===== config.mk =====
export PLATFORM = sky130hd
export DESIGN_NAME = rgb_shp_col_cell
export DESIGN_NICKNAME = d
export VERILOG_FILES = /design/src/hw/rtl/rgb_shp_pkg.sv /design/src/hw/rtl/rgb_shp_col_cell.sv
export SDC_FILE = /design/constraint.sdc
export NUM_CORES = 1
export LEC_CHECK = 0
export BUFFER_PORTS_ARGS = -buffer_cell sky130_fd_sc_hd__buf_4
export CAP_MARGIN = 15
export CORE_MARGIN = 10
export CORE_UTILIZATION = 34
export DETAILED_ROUTE_END_ITERATION = 12
export HOLD_SLACK_MARGIN = 0.1
export PLACE_DENSITY = 0.63
export SLEW_MARGIN = 15
export SYNTH_ARGS = -nofsm -noshare
export SYNTH_HDL_FRONTEND = slang
export SYNTH_SLANG_ARGS = --single-unit

===== constraint.sdc =====
create_clock -name clock -period 2.6 [get_ports clock]
set_input_delay 0.13 -clock clock [delete_from_list [all_inputs] [get_ports clock]]
set_output_delay 0.13 -clock clock [all_outputs]
set_load 0.01 [all_outputs]

===== src/hw/rtl/rgb_shp_pkg.sv =====
`timescale 1ns / 1ps
// ============================================================================
// rgb_shp_pkg
// Shared types, constants and helpers of the RGB 3x3 sharpen filter.
// ============================================================================
package rgb_shp_pkg;

   localparam int MAX_WIDTH_DEFAULT = 1024;
   localparam int PIX_W             = 8;
   localparam int SUM_W             = 10;
   localparam int COL_OUT_W         = 10;
   localparam int ROW_W             = 12;
   localparam int FW_W              = 11;
   localparam int FH_W              = 12;
   localparam int MIN_SIZE          = 3;
   localparam int WINDOW_CELLS      = 2;
   localparam int QUEUE_DEPTH       = 4;
   localparam int QCNT_W            = 3;

   localparam int CSR_INDEX_W = 1;
   localparam int CSR_DATA_W  = 12;
   localparam logic [CSR_INDEX_W-1:0] CSR_FRAME_WIDTH  = 1'b0;
   localparam logic [CSR_INDEX_W-1:0] CSR_FRAME_HEIGHT = 1'b1;

   localparam logic [FW_W-1:0] FRAME_WIDTH_RESET  = 11'd500;
   localparam logic [FH_W-1:0] FRAME_HEIGHT_RESET = 12'd281;

   typedef struct packed {
      logic [PIX_W-1:0] red_in;
      logic [PIX_W-1:0] green_in;
      logic [PIX_W-1:0] blue_in;
   } req_payload_type;

   typedef struct packed {
      logic [PIX_W-1:0]     red_out;
      logic [PIX_W-1:0]     green_out;
      logic [PIX_W-1:0]     blue_out;
      logic [COL_OUT_W-1:0] pixel_column;
      logic [ROW_W-1:0]     pixel_row;
      logic                 last_of_run;
   } rsp_payload_type;

   typedef struct packed {
      logic [PIX_W-1:0] red;
      logic [PIX_W-1:0] green;
      logic [PIX_W-1:0] blue;
   } pixel_type;

   typedef struct packed {
      pixel_type upper;
      pixel_type middle;
      pixel_type lower;
   } column_type;

   typedef struct packed {
      pixel_type upper;
      pixel_type middle;
   } line_pair_type;

   typedef struct packed {
      logic [SUM_W-1:0] red;
      logic [SUM_W-1:0] green;
      logic [SUM_W-1:0] blue;
   } col_sum_type;

   typedef struct packed {
      logic [1:0]      count;
      rsp_payload_type first;
      rsp_payload_type second;
   } queue_push_type;

   function automatic col_sum_type column_sum(input column_type col);
      col_sum_type s;
      s.red   = SUM_W'(col.upper.red) + SUM_W'(col.middle.red) + SUM_W'(col.lower.red);
      s.green = SUM_W'(col.upper.green) + SUM_W'(col.middle.green)
              + SUM_W'(col.lower.green);
      s.blue  = SUM_W'(col.upper.blue) + SUM_W'(col.middle.blue) + SUM_W'(col.lower.blue);
      return s;
   endfunction

endpackage


===== src/hw/rtl/rgb_shp_col_cell.sv =====
`timescale 1ns / 1ps
// ============================================================================
// rgb_shp_col_cell
// One window column cell: holds a three-pixel column and its channel sums,
// and hands both to the next cell on every shift.
// ============================================================================
module rgb_shp_col_cell (
   input  logic                     clock,
   input  logic                     shift_en,
   input  rgb_shp_pkg::column_type  col_in,
   output rgb_shp_pkg::column_type  col_out,
   output rgb_shp_pkg::col_sum_type sum_out
);

   rgb_shp_pkg::column_type  col_ff;
   rgb_shp_pkg::col_sum_type sum_ff;

   always_ff @(posedge clock) begin
      if (shift_en) begin
         col_ff <= col_in;
         sum_ff <= rgb_shp_pkg::column_sum(col_in);
      end
   end

   assign col_out = col_ff;
   assign sum_out = sum_ff;

endmodule


==> flow_summary.json <==
{
  "slew_violations": 0,
  "min_to": "col_out[22]",
  "grt.met2_usage": 0.2100,
  "io_buffer_count": 175,
  "synth_cells": 267,
  "startpoint_type": "primary input",
  "holdCritPathClass": "in2reg",
  "drive_above_1_share": 0.3628,
  "syn_to_final_growth_pct": 58.12,
  "vias": 3108,
  "grt_use_met3": 0.05341,
  "clock_sinks": 102,
  "place_area_mm2": 0.006076,
  "cts_buffers": 9,
  "htreeDepth": 3,
  "synth_nets": 389,
  "fin_cells": 709,
  "hold_viol": 0,
  "grt_pass1_vias": 3469,
  "cts_setup_buffers": 0,
  "totalWireLength_um": 11470,
  "core_mm2": 0.01314,
  "grt-ovfl-total": 0,
  "crit_arrival_ns": 2.68,
  "routabilityCongestion": 0.7907,
  "fmax_mhz": 405.3,
  "synth_area_mm2": 0.004514,
  "grt_usage": 0.1267,
  "netSwitchingFraction": 0.2487,
  "holdPathStages": 1,
  "hpwlAfterDp_um": 8585,
  "cts_tree": "yes",
  "worst_slack_ns": 0.1329,
  "route.detailed.drc": 0,
  "initial_core_util": 0.3436,
  "antenna_found_initial": 1,
  "routed_via_density": 4.384,
  "p_per_area_mw_per_mm2": 680.9,
  "drt_first_pass_iters": 4,
  "postRouteAntennaNets": 0,
  "pwr-share-seq": 0.439,
  "p_int_w": 0.003651,
  "ys_warn_count": 0,
  "period_needed_ns": 2.467,
  "cts_buffer_depth": 2,
  "place_ws_ns": 0.3198,
  "grt_pass1_wl_um": 18300,
  "finalSetupViolations": 0,
  "cp-end-kind": "register",
  "crit_type": "in2reg",
  "nFillCells": 1108,
  "dpl.cell_count": 620,
  "wl_per_cell_um": 16.17,
  "power_frac_clock": 0.308,
  "finish.instance_area_mm2": 0.007138,
  "first_iter_violations": 128,
  "tightestPinTransition_ns": 0.3796,
  "status": "completed",
  "num_io_pins": 176,
  "relSlewSlack": 0.7470,
  "rows": 42,
  "final_nets": 649,
  "dieArea_mm2": 0.01829,
  "chipWidth_um": 135.2,
  "synth_cell_types": 23,
  "power.switching_w": 0.001209,
  "leakagePower_nw": 3.009,
  "grt_max_degree": 52,
  "mostFrequentLayoutCells": "176 x buf_4, 102 x edfxtp_1, 72 x dlygate4sd3_1",
  "syn_avg_cell_area_um2": 16.91,
  "ir_worst_vdd_v": 0.0002985,
  "busiest_layer": "met2",
  "die-height_um": 135.2,
  "yosysSeqAreaShare": 0.6785,
  "cts_root_buffer": "clkbuf_16",
  "use_met1": 0.1415,
  "crit_start": "col_in[1]",
  "cp_max_fo": 4,
  "fin_setup_tns_ns": 0,
  "cts.clk_slew.worst_paths_ns": 0.07,
  "required_ns": 2.81,
  "worstHoldStart": "shift_en",
  "drv_cap": 0,
  "power_frac_comb": 0.253,
  "final_common_cell": "buf_4",
  "grt_setup_unrepaired": "false",
  "synth-seq-cells": 102,
  "finalCritPeriodShare": 0.9489
}
-- cell type report --
cell class	count	area (um^2)	share of cell area
tap	176	220.2	0.03085
inverter	34	127.6	0.01788
sequential	102	3063	0.4291
timing repair buffer	249	2062	0.2889
antenna	1	2.502	0.0003506
clock buffer	12	236.5	0.03313
clock inverter	4	95.09	0.01332
multi-input combinational	131	1331	0.1865
-- sequential cells by signal (all words and copies together), names as in the netlist --
| signal | flops |
|---|---|
| sum_out | 30 |
| col_out | 72 |
-- per-layer routing --
metal | vias up | part of all wire
met5 | - | 0
met4 | 0 | 0.016
met3 | 13 | 0.11
met2 | 118 | 0.50
met1 | 1489 | 0.37
li1 | 1488 | -
-- worst max-delay path, stage by stage --
cell	delay, ns
dlygate4sd3_1	0.54
buf_4	0.15
fa_1	0.47
ha_1	0.23
inv_1	0.07
fa_1	0.24
nor2b_4	0.05
o31a_1	0.28
or4_1	0.42
nand3_1	0.10
-- power by group through the flow --
stage          combinational [W]  clock, W  sequential, W
3_3_place_gp             0.00113         0        0.00217
4_1_cts                  0.00124   0.00154        0.00214
2_1_floorplan           0.000447         0        0.00228
6_report                 0.00123   0.00150        0.00213
5_1_grt                  0.00136   0.00159        0.00215
3_5_place_dp             0.00115         0        0.00217
-- stage by stage --
step	hold WS, ns	util	total power [W]
floorplan	0.2289	-	0.002724
finish	0.2304	0.5433	0.004860
CTS	0.2226	0.5426	0.004919
detailed placement	0.3201	0.4625	0.003319
global route	0.2489	0.5433	0.005108
global placement	0.3181	0.4625	0.003298
-- repair_timing --
item	4_1_cts	5_1_grt
resized for setup	0	2
hold buffers	72	0
endpoints found under the hold margin	72	0
setup endpoints to repair	0	2
-- cells by family after synthesis --
family          Yosys count  synth area share
buf+inv                  34           0.02827
compound gates           40           0.05349
fa+ha+maj                48            0.1779
flops                   102            0.6785
xor+xnor                 16           0.03104
simple gates             27           0.03076
-- worst max path at each step --
stage	endpoint	slack, ns
after global routing	sum_out[7]	0.04
after CTS	sum_out[17]	0.1
after floorplan	sum_out[17]	0.56
after detailed placement	sum_out[7]	0.32
final	sum_out[7]	0.13
after global placement	sum_out[27]	0.35
-- cells in the mapped netlist, drive strengths merged --
master / instances / area [um^2]
nor2b: 4 / 32.53
ha: 21 / 262.8
xor2: 4 / 35.03
or3: 1 / 6.260
edfxtp: 102 / 3063
a221oi: 2 / 17.52
nand3: 1 / 5.000
nor4: 2 / 12.51
a21oi: 19 / 95.09
o31a: 1 / 8.760
nand2b: 1 / 6.260
nand2: 9 / 33.78
o21a: 3 / 22.52
inv: 34 / 127.6
nor2: 4 / 15.01
fa: 27 / 540.5
nor3: 4 / 20.02
o211a: 1 / 10.01
or4: 1 / 7.510
o21ai: 7 / 35.03
o211ai: 7 / 52.55
xnor2: 12 / 105.1
Power figures use the tool's default switching activity.
