<file path="config.mk">
export PLATFORM = sky130hd
export DESIGN_NAME = rgb_shp_out_queue
export DESIGN_NICKNAME = d
export VERILOG_FILES = /design/src/hw/rtl/rgb_shp_pkg.sv /design/src/hw/rtl/rgb_shp_out_queue.sv
export SDC_FILE = /design/constraint.sdc
export NUM_CORES = 1
export LEC_CHECK = 0
export BUFFER_PORTS_ARGS = -buffer_cell sky130_fd_sc_hd__buf_2
export CAP_MARGIN = 40
export CORE_ASPECT_RATIO = 1.5
export CORE_MARGIN = 2
export CORE_UTILIZATION = 26
export DETAILED_ROUTE_END_ITERATION = 8
export SLEW_MARGIN = 20
export SYNTH_ARGS = -nofsm -noshare
export SYNTH_HDL_FRONTEND = slang
export SYNTH_SLANG_ARGS = --single-unit
</file>
<file path="constraint.sdc">
create_clock -name clock -period 16.6 [get_ports clock]
set_input_delay 1.66 -clock clock [delete_from_list [all_inputs] [get_ports clock]]
set_output_delay 1.66 -clock clock [all_outputs]
set_load 0.1 [all_outputs]
</file>
<file path="src/hw/rtl/rgb_shp_pkg.sv">
`timescale 1ns / 1ps
// ============================================================================
// rgb_shp_pkg
// Shared types, constants and helpers of the RGB 3x3 sharpen filter.
// ============================================================================
package rgb_shp_pkg;

   localparam int MAX_WIDTH_DEFAULT = 1024;
   localparam int PIX_W             = 8;
   localparam int SUM_W             = 10;
   localparam int COL_OUT_W         = 10;
   localparam int ROW_W             = 12;
   localparam int FW_W              = 11;
   localparam int FH_W              = 12;
   localparam int MIN_SIZE          = 3;
   localparam int WINDOW_CELLS      = 2;
   localparam int QUEUE_DEPTH       = 4;
   localparam int QCNT_W            = 3;

   localparam int CSR_INDEX_W = 1;
   localparam int CSR_DATA_W  = 12;
   localparam logic [CSR_INDEX_W-1:0] CSR_FRAME_WIDTH  = 1'b0;
   localparam logic [CSR_INDEX_W-1:0] CSR_FRAME_HEIGHT = 1'b1;

   localparam logic [FW_W-1:0] FRAME_WIDTH_RESET  = 11'd500;
   localparam logic [FH_W-1:0] FRAME_HEIGHT_RESET = 12'd281;

   typedef struct packed {
      logic [PIX_W-1:0] red_in;
      logic [PIX_W-1:0] green_in;
      logic [PIX_W-1:0] blue_in;
   } req_payload_type;

   typedef struct packed {
      logic [PIX_W-1:0]     red_out;
      logic [PIX_W-1:0]     green_out;
      logic [PIX_W-1:0]     blue_out;
      logic [COL_OUT_W-1:0] pixel_column;
      logic [ROW_W-1:0]     pixel_row;
      logic                 last_of_run;
   } rsp_payload_type;

   typedef struct packed {
      logic [PIX_W-1:0] red;
      logic [PIX_W-1:0] green;
      logic [PIX_W-1:0] blue;
   } pixel_type;

   typedef struct packed {
      pixel_type upper;
      pixel_type middle;
      pixel_type lower;
   } column_type;

   typedef struct packed {
      pixel_type upper;
      pixel_type middle;
   } line_pair_type;

   typedef struct packed {
      logic [SUM_W-1:0] red;
      logic [SUM_W-1:0] green;
      logic [SUM_W-1:0] blue;
   } col_sum_type;

   typedef struct packed {
      logic [1:0]      count;
      rsp_payload_type first;
      rsp_payload_type second;
   } queue_push_type;

   function automatic col_sum_type column_sum(input column_type col);
      col_sum_type s;
      s.red   = SUM_W'(col.upper.red) + SUM_W'(col.middle.red) + SUM_W'(col.lower.red);
      s.green = SUM_W'(col.upper.green) + SUM_W'(col.middle.green)
              + SUM_W'(col.lower.green);
      s.blue  = SUM_W'(col.upper.blue) + SUM_W'(col.middle.blue) + SUM_W'(col.lower.blue);
      return s;
   endfunction

endpackage

</file>
<file path="src/hw/rtl/rgb_shp_out_queue.sv">
`timescale 1ns / 1ps
// ============================================================================
// rgb_shp_out_queue
// Shifting result queue: takes up to two results per cycle, issues one
// transaction per cycle on the result channel while it is not stalled.
// ============================================================================
module rgb_shp_out_queue (
   input  logic                         clock,
   input  logic                         reset,
   input  rgb_shp_pkg::queue_push_type  push,
   output logic                         room,
   output logic                         rsp_valid,
   input  logic                         rsp_stall,
   output rgb_shp_pkg::rsp_payload_type rsp_payload
);

   localparam int QW = rgb_shp_pkg::QCNT_W;
   localparam int QD = rgb_shp_pkg::QUEUE_DEPTH;

   rgb_shp_pkg::rsp_payload_type q_ff [QD];
   rgb_shp_pkg::rsp_payload_type q_in [QD];
   logic [QW-1:0] count_ff;
   logic [QW-1:0] count_in;
   logic [QW-1:0] base;
   logic          pop;

   always_comb begin
      pop  = (count_ff != '0) && !rsp_stall;
      base = count_ff - QW'(pop);
      for (int i = 0; i < QD; i++) begin
         if (QW'(i) < base) begin
            q_in[i] = pop ? q_ff[(i + 1) % QD] : q_ff[i];
         end else if ((QW'(i) == base) && (push.count != 2'd0)) begin
            q_in[i] = push.first;
         end else if ((QW'(i) == QW'(base + QW'(1))) && (push.count == 2'd2)) begin
            q_in[i] = push.second;
         end else begin
            q_in[i] = q_ff[i];
         end
      end
      count_in = base + QW'(push.count);
   end

   always_ff @(posedge clock) begin
      if (reset) begin
         count_ff <= '0;
      end else begin
         count_ff <= count_in;
      end
   end

   always_ff @(posedge clock) begin
      for (int i = 0; i < QD; i++) begin
         q_ff[i] <= q_in[i];
      end
   end

   assign room        = count_ff <= QW'(QD - 2);
   assign rsp_valid   = count_ff != '0;
   assign rsp_payload = q_ff[0];

   a_count_bound: assert property (@(posedge clock) disable iff (reset)
      count_ff <= QW'(QD))
      else $error("result queue count beyond depth");

   a_push_room: assert property (@(posedge clock) disable iff (reset)
      (push.count != 2'd0) |-> (count_ff <= QW'(QD - 2)))
      else $error("results pushed without room");

endmodule
</file>
==> summary.txt <==
GRT
  • Initial antenna violation count: 7
  • First-pass GRT wire length: 51600 µm
  • Via count of the first global-routing pass: 8270
  • Largest net degree at the start of global routing: 73
  • Total track usage: 17.0%
  • Gr ovfl total: 0

Timing
  • Layout Skew: 0.0112 ns
  • Slew @ Worst Pin: 0.784 ns
  • Upper clock frequency limit: 195 MHz
  • Final hold vios: 0
  • Max_slew headroom: 47.7%
  • Minimum clock period: 5.14 ns
  • Unrepaired setup endpoints after global routing: no
  • Max Slew Vio Count: 0
  • Crit share post-route: 31.0%
  • Setup-failing EPs final: 0
  • Setup TNS: 0 ns

Clocking
  • Clk buf depth: 2
  • Clock slew at reported path FFs: 0.07 ns
  • Post-CTS setup buffers: 0
  • CTS tree: done
  • Post-CTS Hold Buffers: 0
  • CTS sink count: 191
  • H-tree Lvls: 4
  • Post-CTS sizing: 0
  • CTS Buf Count: 17
  • Clock Latency Late Sink: 0.46 ns
  • Clock Tree Root: clkbuf_16

Floorplan
  • Core footprint: 38300 µm²
  • Initial Util: 26.2%
  • I/O pin cnt: 148
  • Die ar.: 40300 µm²
  • Width of the die: 164 µm
  • Chip height: 245 µm
  • Core Rows: 88

Synthesis
  • Asr flop ratio synth: 0%
  • Register area share after synthesis: 56.8%
  • Cell count after synthesis: 899
  • Synth Flop Type: edfxtp_1
  • Synth Warn #: 0
  • Syn nets: 1002
  • Unique cell type count in the Yosys netlist: 39
  • Post-Syn Area: 10000 µm²
  • Seq cells post-synth: 191
  • Number of flops mapped to enable cells by yosys: 188
  • Syn avg cell area: 11.2 µm²

Worst hold path
  • Worst Hold Class: flip-flop to flip-flop
  • Hold path cells: 2

Critical path
  • CP startpoint kind: primary input
  • CP Data Arrival Time: 5.25 ns
  • R2r worst-path depth: 10
  • Maximum fanout along the worst path: 34
  • Required @ worst endpoint: 16.71 ns
  • Setup crit end kind: flip-flop
  • Critical setup path kind: primary input to flip-flop

Drt
  • Detailed router's first-iteration violation count: 911
  • DRC viols: 0
  • Via-to-Cell Ratio: 5.65
  • Total Routed Length: 34600 µm
  • Final antenna-violating net count: 0
  • Via count: 8517
  • Routed WL per cell: 22.9 µm
  • TritonRoute pass-1 iters: 5

Layout
  • Layout cells sized above 1: 25.4%
  • P&R area growth vs syn: 19.8%
  • Fillers: 3895
  • Fin nets: 1095

Placement
  • Port bufs: 147
  • Placer congestion estimate: 0.770
  • Detailed Place HPWL: 21900 µm

Run status
  • Status: finished clean

Flow run
  • Max cap viols: 0
## state kept, by name, summed over array words and instances, names as in the netlist
name and count:
q_ff 188, count_ff 3
## per-stage QoR
step                      setup WS, ns  utilization (%)  area (µm²)  std cells  hold WS [ns]
after floorplan                   9.91                -       10000        899         0.563
after global placement           10.86             29.3       11200       1457         0.571
after detailed placement         10.97             29.9       11500       1467         0.580
after CTS                        11.44             31.3       12000       1499         0.605
after global routing             11.26             31.4       12000       1502         0.625
final                            11.46             31.4       12000       1507         0.603
## synth_stat cells (all sizes together), types with 28 or more instances
master	count	area, µm²
nand2b	30	188
a221o	66	661
edfxtp	188	5650
nand2	95	357
buf	43	245
clkbuf	59	221
o221a	28	315
a21oi	49	249
o21ai	51	267
a31oi	141	882
a21boi	47	353
nand3	48	245
## cell usage in the layout, fill, tap and decap left out, types with 29 or more instances in the layout
cell,count
a31oi_1,141
o21ai_0,48
a21boi_0,47
nand2_1,95
a221o_1,66
buf_2,147
a21oi_1,48
nand2b_1,29
edfxtp_1,188
nand3_1,47
## worst max-delay path: stages
cell and delay (ns):
buf_2 0.09, nand2b_1 0.39, inv_1 0.09, ha_2 0.71
buf_4 0.49, inv_1 0.19, nor3_2 0.32, mux2i_4 0.64
buf_8 0.24, buf_4 0.37
## cell families after synthesis
group	synth area share [%]
multiplexers	0.0997
AO/OA/AOI/OAI	27.3
XOR/XNOR	0.262
buffers and inverters	4.83
AND/OR/NAND/NOR	10.1
adder cells (fa/ha/maj)	0.573
flip-flops	56.8
## final cells by class
class                      count  area, µm²  area share (%)
sequential                   191       5710            47.4
multi-input combinational    601       4000            33.2
timing repair buffer         176       1140            9.48
tap                          495        619            5.15
clock buffer                  17        425            3.54
clock inverter                15        109           0.905
inverter                       5       18.8           0.156
antenna                        7       17.5           0.146
## metal layers
layer  up-vias  part of all wire (%)  global-route usage [%]
met5         -                 0.067                       0
met2       407                    48                    27.3
li1       3780                     -                       -
met3        60                   7.9                    5.04
met1      4266                    41                    21.0
met4         4                   2.9                    7.31
## path summary, 6_finish.rpt
check                                            start                    end  slack (ns)
worst max-delay path                         rsp_stall  q_ff[0][25]$_DFFE_PP_       11.46
worst min-delay path             q_ff[3][12]$_DFFE_PP_  q_ff[2][12]$_DFFE_PP_        0.60
worst max register to register  count_ff[2]$_SDFF_PP0_  q_ff[0][25]$_DFFE_PP_       11.93
worst min register to register   q_ff[3][12]$_DFFE_PP_  q_ff[2][12]$_DFFE_PP_        0.60
Power is left out: the tool's default activity adds up to more than one toggle a clock period on the data nets, which glitch-free logic cannot reach.
